## src/hw/rtl/mts_pkg.sv

```systemverilog
`timescale 1ns / 1ps
// Package for the melody tone sequencer: table size, command codes, volume limits
// and the packed word types of the input, result and volume channels. No dependencies.
package mts_pkg;

  // Number of entries in the note table, and the widths that follow from it.
  localparam int MAX_NOTES  = 16;
  localparam int NOTE_IDX_W = $clog2(MAX_NOTES);
  localparam int LEN_W      = $clog2(MAX_NOTES + 1);

  // Command codes of the input word.
  localparam logic [1:0] CMD_TICK  = 2'd0;
  localparam logic [1:0] CMD_WRITE = 2'd1;
  localparam logic [1:0] CMD_START = 2'd2;

  // Volume limits.
  localparam logic [2:0] VOLUME_MAX   = 3'd5;
  localparam logic [2:0] VOLUME_RESET = 3'd3;
  localparam logic [2:0] VOLUME_MUTE  = 3'd0;

  // Largest elapsed count; the counter holds there.
  localparam logic [15:0] ELAPSED_MAX = 16'hFFFF;

  // One input word.
  typedef struct packed {
    logic [1:0]  command;
    logic [3:0]  note_index;
    logic [15:0] note_freq;
    logic [15:0] note_duration;
    logic [4:0]  melody_length;
  } in_item_t;

  // One result word.
  typedef struct packed {
    logic        tone_enable;
    logic [15:0] tone_freq;
    logic        playing;
    logic        finished;
  } out_item_t;

  // Volume register write, as seen by the sequencing core.
  typedef struct packed {
    logic       en;
    logic [2:0] level;
  } vol_write_t;

endpackage

```

## src/hw/rtl/mts_core.sv

```systemverilog
`timescale 1ns / 1ps
// Sequencing core: note tables, playback state and volume register, and the
// single-pass update for one input word. Depends on mts_pkg.
module mts_core
  import mts_pkg::*;
(
  input  logic       clk,
  input  logic       rst,
  input  logic       step,
  input  in_item_t   item,
  input  vol_write_t vol_wr,
  output out_item_t  result
);

  // Note tables, loaded by write commands; no reset.
  logic [15:0] freq_table [MAX_NOTES];
  logic [15:0] dur_table  [MAX_NOTES];

  // Playback state.
  logic [LEN_W-1:0] current_note;
  logic [LEN_W-1:0] active_length;
  logic [15:0]      elapsed_ms;
  logic             busy;
  logic [15:0]      sounding_freq;
  logic [2:0]       volume_level;

  logic [LEN_W-1:0] current_note_next;
  logic [LEN_W-1:0] active_length_next;
  logic [15:0]      elapsed_ms_next;
  logic             busy_next;
  logic [15:0]      sounding_freq_next;
  logic [2:0]       volume_level_next;
  logic             fin;

  logic             wr_en;
  logic [LEN_W-1:0] start_len;
  logic [LEN_W-1:0] next_note;
  logic [15:0]      elapsed_inc;
  logic [15:0]      cur_dur;
  logic [15:0]      next_freq;

  // Helper values for the write, start and tick paths.
  assign wr_en       = step && (item.command == CMD_WRITE) && (int'(item.note_index) < MAX_NOTES);
  assign start_len   = (int'(item.melody_length) > MAX_NOTES) ? LEN_W'(MAX_NOTES)
                                                              : LEN_W'(item.melody_length);
  assign next_note   = current_note + LEN_W'(1);
  assign elapsed_inc = (elapsed_ms < ELAPSED_MAX) ? elapsed_ms + 16'd1 : elapsed_ms;
  assign cur_dur     = (int'(current_note) < MAX_NOTES)
                       ? dur_table[current_note[NOTE_IDX_W-1:0]] : 16'd0;
  assign next_freq   = (int'(next_note) < MAX_NOTES)
                       ? freq_table[next_note[NOTE_IDX_W-1:0]] : 16'd0;

  // Next-state logic for one command, plus the volume register write.
  always_comb begin
    current_note_next  = current_note;
    active_length_next = active_length;
    elapsed_ms_next    = elapsed_ms;
    busy_next          = busy;
    sounding_freq_next = sounding_freq;
    volume_level_next  = volume_level;
    fin                = 1'b0;

    if (step) begin
      case (item.command)
        CMD_START: begin
          if ((volume_level != VOLUME_MUTE) && (item.melody_length != 5'd0)) begin
            active_length_next = start_len;
            busy_next          = 1'b1;
            current_note_next  = '0;
            elapsed_ms_next    = 16'd0;
            sounding_freq_next = freq_table[0];
          end
        end
        CMD_TICK: begin
          if (busy) begin
            if (elapsed_inc >= cur_dur) begin
              current_note_next = next_note;
              if (next_note >= active_length) begin
                busy_next          = 1'b0;
                sounding_freq_next = 16'd0;
                elapsed_ms_next    = elapsed_inc;
                fin                = 1'b1;
              end else begin
                elapsed_ms_next    = 16'd0;
                sounding_freq_next = next_freq;
              end
            end else begin
              elapsed_ms_next = elapsed_inc;
            end
          end
        end
        default: begin
          // Writes touch only the tables; the unused code does nothing.
        end
      endcase
    end

    // Volume writes saturate; a mute stops the melody at once.
    if (vol_wr.en) begin
      volume_level_next = (vol_wr.level > VOLUME_MAX) ? VOLUME_MAX : vol_wr.level;
      if (vol_wr.level == VOLUME_MUTE) begin
        busy_next          = 1'b0;
        sounding_freq_next = 16'd0;
      end
    end
  end

  // State registers.
  always_ff @(posedge clk) begin
    if (rst) begin
      current_note  <= '0;
      active_length <= '0;
      elapsed_ms    <= 16'd0;
      busy          <= 1'b0;
      sounding_freq <= 16'd0;
      volume_level  <= VOLUME_RESET;
    end else begin
      current_note  <= current_note_next;
      active_length <= active_length_next;
      elapsed_ms    <= elapsed_ms_next;
      busy          <= busy_next;
      sounding_freq <= sounding_freq_next;
      volume_level  <= volume_level_next;
    end
  end

  // Table writes.
  always_ff @(posedge clk) begin
    if (wr_en) begin
      freq_table[item.note_index[NOTE_IDX_W-1:0]] <= item.note_freq;
      dur_table[item.note_index[NOTE_IDX_W-1:0]]  <= item.note_duration;
    end
  end

  // Status after this word's update.
  assign result.tone_enable = (sounding_freq_next != 16'd0);
  assign result.tone_freq   = sounding_freq_next;
  assign result.playing     = busy_next;
  assign result.finished    = fin;

endmodule

```

## src/hw/rtl/melody_tone_sequencer.sv

```systemverilog
`timescale 1ns / 1ps
// Top level of the melody tone sequencer: input register, result register and
// the valid/stall handshakes around mts_core. Depends on mts_pkg and mts_core.
//
//   channel  direction  handshake              word
//   in       input      in_valid / in_stall    in_data  (in_item_t)
//   out      output     out_valid / out_stall  out_data (out_item_t)
//   cfg      input      cfg_valid / cfg_ready  cfg_data (volume level, 3 bits)
//
// One word is accepted every cycle while in_stall is low; each word gives one result,
// registered first in the input register, then by the core update into the result register.
// The core updates its state for each word in a single combinational pass.
// Synchronous reset clears the handshake and playback state; no clearing pass.
// A stalled result holds the pipe; the input register then holds and in_stall rises if it holds a word.
module melody_tone_sequencer
  import mts_pkg::*;
(
  input  logic       clk,
  input  logic       rst,
  input  logic       in_valid,
  output logic       in_stall,
  input  in_item_t   in_data,
  output logic       out_valid,
  input  logic       out_stall,
  output out_item_t  out_data,
  input  logic       cfg_valid,
  output logic       cfg_ready,
  input  logic [2:0] cfg_data
);

  logic       s1_valid;
  in_item_t   s1_item;
  logic       pipe_move;
  logic       in_take;
  logic       step;
  out_item_t  result;
  vol_write_t vol_wr;

  // Flow control: the pipe moves whenever the result register is free or drained.
  assign pipe_move = !out_valid || !out_stall;
  assign in_stall  = s1_valid && !pipe_move;
  assign in_take   = in_valid && !in_stall;
  assign step      = s1_valid && pipe_move;
  assign cfg_ready = 1'b1;

  assign vol_wr.en    = cfg_valid;
  assign vol_wr.level = cfg_data;

  // Input register.
  always_ff @(posedge clk) begin
    if (rst) begin
      s1_valid <= 1'b0;
    end else begin
      s1_valid <= in_take || (s1_valid && !pipe_move);
    end
  end

  always_ff @(posedge clk) begin
    if (in_take) begin
      s1_item <= in_data;
    end
  end

  // Sequencing core.
  mts_core u_core (
    .clk    (clk),
    .rst    (rst),
    .step   (step),
    .item   (s1_item),
    .vol_wr (vol_wr),
    .result (result)
  );

  // Result register.
  always_ff @(posedge clk) begin
    if (rst) begin
      out_valid <= 1'b0;
    end else if (pipe_move) begin
      out_valid <= s1_valid;
    end
  end

  always_ff @(posedge clk) begin
    if (step) begin
      out_data <= result;
    end
  end

endmodule
```

## config.mk

```make
export PLATFORM = sky130hd
export DESIGN_NAME = melody_tone_sequencer
export DESIGN_NICKNAME = d
export VERILOG_FILES = /design/src/hw/rtl/mts_pkg.sv /design/src/hw/rtl/mts_core.sv /design/src/hw/rtl/melody_tone_sequencer.sv
export SDC_FILE = /design/constraint.sdc
export NUM_CORES = 1
export LEC_CHECK = 0
export BUFFER_PORTS_ARGS = -buffer_cell sky130_fd_sc_hd__buf_4
export CAP_MARGIN = 20
export CORE_ASPECT_RATIO = 0.7
export CORE_UTILIZATION = 50
export CTS_CLUSTER_DIAMETER = 80
export DETAILED_ROUTE_END_ITERATION = 8
export GPL_TIMING_DRIVEN = 0
export HOLD_SLACK_MARGIN = 0.12
export PLACE_DENSITY = 0.75
export SYNTH_ARGS = -nofsm -noshare
export SYNTH_HDL_FRONTEND = slang
export SYNTH_SLANG_ARGS = --single-unit
```

## constraint.sdc

```tcl
create_clock -name clk -period 5.5 [get_ports clk]
set_input_delay 1.1 -clock clk [delete_from_list [all_inputs] [get_ports clk]]
set_output_delay 1.1 -clock clk [all_outputs]
set_load 0.005 [all_outputs]
```

== After elaboration in Yosys (flattened, before gate mapping) ==
Memories as Yosys holds them, arrays and structs flattened. A register that Yosys moved wholly into a read port is not among the register bits.
Cells that the tools add are included.

* Flip-flop bits (word level): 110
* Word-level logic and storage cells: 89
* Memories kept: 2
* RAM bits: 512
* Output and inout bits: 22

* Add/subtract/negate cells: 2
* Order comparisons: 7
* Reductions and logical operators: 21
* Equal/unequal tests: 5
* Multiplexer cells: 35

{| class="wikitable"
|+ Memory list
! memory !! depth !! bits a word !! rd ports !! clocked after Yosys merged registers in !! write ports !! RTL line !! RTL
|-
| u_core.dur_table || 16 || 16 || 1 || 1 || 1 || mts_core.sv:17 || <nowiki>logic [15:0] dur_table [MAX_NOTES];</nowiki>
|-
| u_core.freq_table || 16 || 16 || 2 || 0 || 1 || mts_core.sv:16 || <nowiki>logic [15:0] freq_table [MAX_NOTES];</nowiki>
|}

{| class="wikitable"
|+ Operator list
! cell !! count
|-
| 16-bit 2-to-1 mux || 14
|-
| 16-bit one-hot mux with 2 select lines || 2
|-
| 5-bit 2-to-1 mux || 4
|-
| 16-bit by 1-bit adder with 16-bit output (second input constant) || 1
|-
| 16-bit >= comparator || 1
|-
| 16-bit < comparator (second input constant) || 1
|-
| 16-bit nonzero test || 1
|-
| 5-bit < comparator (second input constant) || 2
|-
| 1-bit 2-to-1 mux || 10
|-
| 5-bit one-hot mux with 2 select lines || 1
|-
| 4-bit 2-to-1 mux || 2
|-
| 2-bit by 1-bit inequality test with 1-bit output (second input constant) || 3
|-
| 3-bit AND reduction || 2
|-
| 5-bit by 1-bit adder with 5-bit output (second input constant) || 1
|-
| 5-bit >= comparator || 1
|-
| 5-bit greater-than comparator (second input constant) || 1
|-
| 1-bit logical AND || 5
|-
| 5-bit AND reduction || 1
|-
| 5-bit nonzero test || 1
|-
| 1-bit logical NOT || 4
|-
| 4-bit AND reduction || 1
|-
| 3-bit greater-than comparator (second input constant) || 1
|-
| 3-bit logical NOT || 1
|-
| 3-bit 2-to-1 mux || 1
|-
| 7 further kinds || 8
|}

== Longest topological paths before layout ==
* Depth in word-level cells: 11
* Depth in mapped cells: 18

== Hierarchy ==
Synthesis repeated with hierarchy kept, for this count alone.

* Cells, all modules: 1326
* Area total of the unflattened synthesis: 24701.2 um^2

{| class="wikitable"
|+ By module, submodules not included
! module !! seq. area each (um^2) !! cells each !! area each (um^2) !! times used
|-
| mts_core || 16375.7 || 1252 || 22741.8 || 1
|-
| melody_tone_sequencer || 1901.8 || 74 || 1959.4 || 1
|}

== Least setup slack after synthesis ==
OpenSTA, ideal clock, no wires.

* Kind: in2reg
* From: input port out_stall
* To: memory u_core.dur_table[0][0], enable pin
* Data arrival time: 4.868 ns
* Path buffers: 1
* Setup slack: 0.171 ns
* Stages: 7
* Cells stage by stage: nand2_1 -> nand2_1 -> inv_1 -> clkbuf_1 -> nand3b_1 -> or3_1 -> nor3_1

* Cells in the longest elaborated chain, start to end: 6

{| class="wikitable"
|+ RTL lines
! item !! RTL line !! RTL
|-
| from (decl) || melody_tone_sequencer.sv:24 || <nowiki>input logic out_stall,</nowiki>
|-
| 1-bit logical NOT || melody_tone_sequencer.sv:40 || <nowiki>assign pipe_move = !out_valid || !out_stall;</nowiki>
|-
| 1-bit logical OR || melody_tone_sequencer.sv:40 ||
|-
| 1-bit logical AND || melody_tone_sequencer.sv:43 || <nowiki>assign step = s1_valid && pipe_move;</nowiki>
|-
| via step || melody_tone_sequencer.sv:35 || <nowiki>logic step;</nowiki>
|-
| 1-bit logical AND || mts_core.sv:43 || <nowiki>assign wr_en = step && (item.command == CMD_WRITE) && (int'(item.note_index) < MAX_NOTES);</nowiki>
|-
| 1-bit 2-to-1 mux || mts_core.sv:129 || <nowiki>if (wr_en) begin</nowiki>
|-
| 1-bit 2-to-1 mux (implied by the code) || mts_core.sv:131 || <nowiki>dur_table[item.note_index[NOTE_IDX_W-1:0]] <= item.note_duration;</nowiki>
|-
| to (decl) || mts_core.sv:17 ||
|}

The timed path passes the listed nets, and every way through them passes these cells.

==> run metrics <==
ys flop type=edfxtp_1; Rel. slew slack=28.5%; GR peak layer=met1; startpoint types=register; Tightest Pin Transition=~1100 ps; clock buffer depth=3; global-route wire length before repair=between 80,000 and 90,000 um; Worst setup EP type=register; clock transition at the registers of the reported paths=about 60 ps; final setup vio count=0; Final TNS setup=0 ps; IO buf count=70; max-cap violations=0; Die Height=188 um; drt initial violations=around 1,700; final hold violation count=0; mean routed wirelength per cell=~27 um; worst-skew pair later-pin latency=590 ps; vias in the first global route=13,200; YS warnings=0; peak supply drop=around 0.23 mV; FFs w/ async S/R, synth=0%; row count=67; initial antenna violation count=1; I/O Pins=73; shortest period the worst path allows=about 5300 ps; r2r worst-path depth=15; crit-path max FO=10; DRT antenna net count=0; Hold Path Class=register to register; Vias=roughly 13,000; Post-synth EDFFs=approximately 570; post-place setup slack=-257 ps; mapped cell area=~0.025 mm^2; setup ws final=about 200 ps; residual DRC count=0; hpwl dp=around 38,000 um; Filler cells=~3,400; CTS root buf=clkbuf_16; grt ovf=0; Vias/cell=between 6 and 7; Net count, final=~1,500; Worst Skew=roughly 17 ps; Post-Syn Instances=1,260; full die area=just over 0.05 mm^2; placed cell count=a little over 2,000; status=completed; fin util=59.3%; Setup CP Type=register to register; CP arrival=5610 ps; pwr dens=between 300 and 400 mW/mm^2; CORE AREA=between 0.04 and 0.05 mm^2; most common cell after layout, fill and taps aside=edfxtp_1; Seq/Total Area, Yosys=between 70% and 80%; Total GRT Usage=between 20% and 30%; ant diodes=0; leakage=roughly 9.0 nW; area delta synth->final=15.8%; max-slew violations=0; Pwr Total=9.47 mW; CTS sink cnt=between 600 and 700; TritonCTS clock tree=built; GR Layer Usage met2=33.7%; Final Non-Filler Cells=about 2,100; total CTS buffers=56; hold path cells=2; Die Wd=between 200 and 300 um; final wirelength=approximately 58,000 um; met1 GRT Util=between 30% and 40%; Max Fclk=between 150 and 200 MHz; first-pass iteration count of the detailed router=6; met3 Use GR=5.85%; largest net degree at the start of global routing=23; Tcrit/Tclk final=96.4%; FF+latch count, synth=626; syn nets=~1,300; initial core utilization=approximately 51%; H-tree depth=2; Distinct cells, synth=61; HP Start=u_core.active_length[3]$_SDFFE_PP0P_; global placement routability congestion=between 0.8 and 0.9; ratio of cells with drive above 1 in the final layout=between 20% and 30%; Mean Syn Cell Area=between 15 and 20 um^2; Worst Path Required=a little under 6000 ps; most frequent cells in the layout=edfxtp_1 (574), mux4_2 (127), buf_4 (76)
-- worst max-delay path, cell delays in order (launching register included) --
cell and delay, ps:
dfxtp_1 310, clkbuf_1 510, clkbuf_2 460, mux4_2 370, mux4_2 510, nor2b_1 150
ha_1 280, nand2b_1 150, a2111o_1 430, a31oi_2 270, nand2_2 250, buf_2 280
a32oi_1 230, o21ai_0 210, nor4_1 450, nand4_1 150
-- area by class of cell --
type | count | area, um^2 | share of cell area, %
Clock inverter | 34 | 374 | 1.30
Inverter | 8 | 30.0 | 0.105
Tap cell | 655 | 820 | 2.86
Timing Repair Buffer | 103 | 1030 | 3.59
Multi-Input combinational cell | 563 | 6250 | 21.8
Buffer | 63 | 404 | 1.41
Sequential cell | 626 | 18300 | 63.7
Clock buffer | 68 | 1500 | 5.22
-- registers in the layout, indices dropped and copies added, names as in the netlist, named ones only --
register	flops
s1_item	43
out_data	19
u_core.current_note	5
u_core.busy	1
s1_valid	1
out_valid	1
u_core.elapsed_ms	16
u_core.dur_table	256
u_core.freq_table	256
u_core.volume_level	3
u_core.active_length	5
u_core.sounding_freq	16
-- cell usage after synthesis (20+ instances only) --
master      n  share of area (%)
clkbuf_1   25               0.38
a21oi_1    40               0.81
o21ai_0    23               0.46
mux4_2    127                 12
nor2_1     51               0.77
ha_1       23                1.2
mux2i_1    25                1.0
edfxtp_1  574                 70
nand2b_1   20               0.50
nor2b_1    20               0.50
dfxtp_1    52                4.2
nand2_1    37               0.56
-- per-stage QoR --
stage / area, um^2 / hold WS, ps
after floorplan: 24800 / 432
after global placement: 26100 / 445
after detailed placement: 26700 / 448
after CTS: 28700 / 458
after global routing: 28700 / 494
final: 28700 / 455
-- per-layer routing --
metal | part of all wire (%) | vias to the layer above | wire [um]
li1 | - | 5510 | -
met1 | 44 | 6736 | 25300
met2 | 44 | 721 | 25500
met3 | 10 | 114 | 5980
met4 | 2.2 | 2 | 1270
met5 | 0.022 | - | 13
-- logic make-up (layout without fill, tap and decap cells) --
kind of cell | count (synthesis) | after routing | share of synthesized area [%]
compound gates | 135 | 135 | 3.79
xor+xnor | 14 | 14 | 0.556
fa+ha+maj | 23 | 23 | 1.16
buf+inv | 71 | 276 | 1.57
flops | 626 | 626 | 73.8
mux | 178 | 178 | 14.8
other cells | 1 | 1 | 0.0151
simple gates | 212 | 212 | 4.38
-- path summary, 6_finish.rpt --
kind,endpoint,slack [ps]
setup / recovery,out_data[18]$_DFFE_PP_,200
hold / removal,u_core.active_length[3]$_SDFFE_PP0P_,450
setup reg to reg,out_data[18]$_DFFE_PP_,200
hold reg to reg,u_core.active_length[3]$_SDFFE_PP0P_,450
-- repair_timing --
item / 4_1_cts / 5_1_grt
hold buffers: 0 / 0
setup buffers: 0 / 0
endpoints found under the setup margin: 1 / 1
resized for setup: 16 / 13
-- power breakdown --
| part | total, mW | switching (mW) | leakage, nW | internal (mW) |
|---|---|---|---|---|
| Clock | 4.01 | 1.71 | 0.915 | 2.31 |
| Combinational | 0.159 | 0.0899 | 2.51 | 0.0687 |
| Sequential | 5.30 | 0.0688 | 5.62 | 5.23 |
Power figures use the tool's default switching activity.
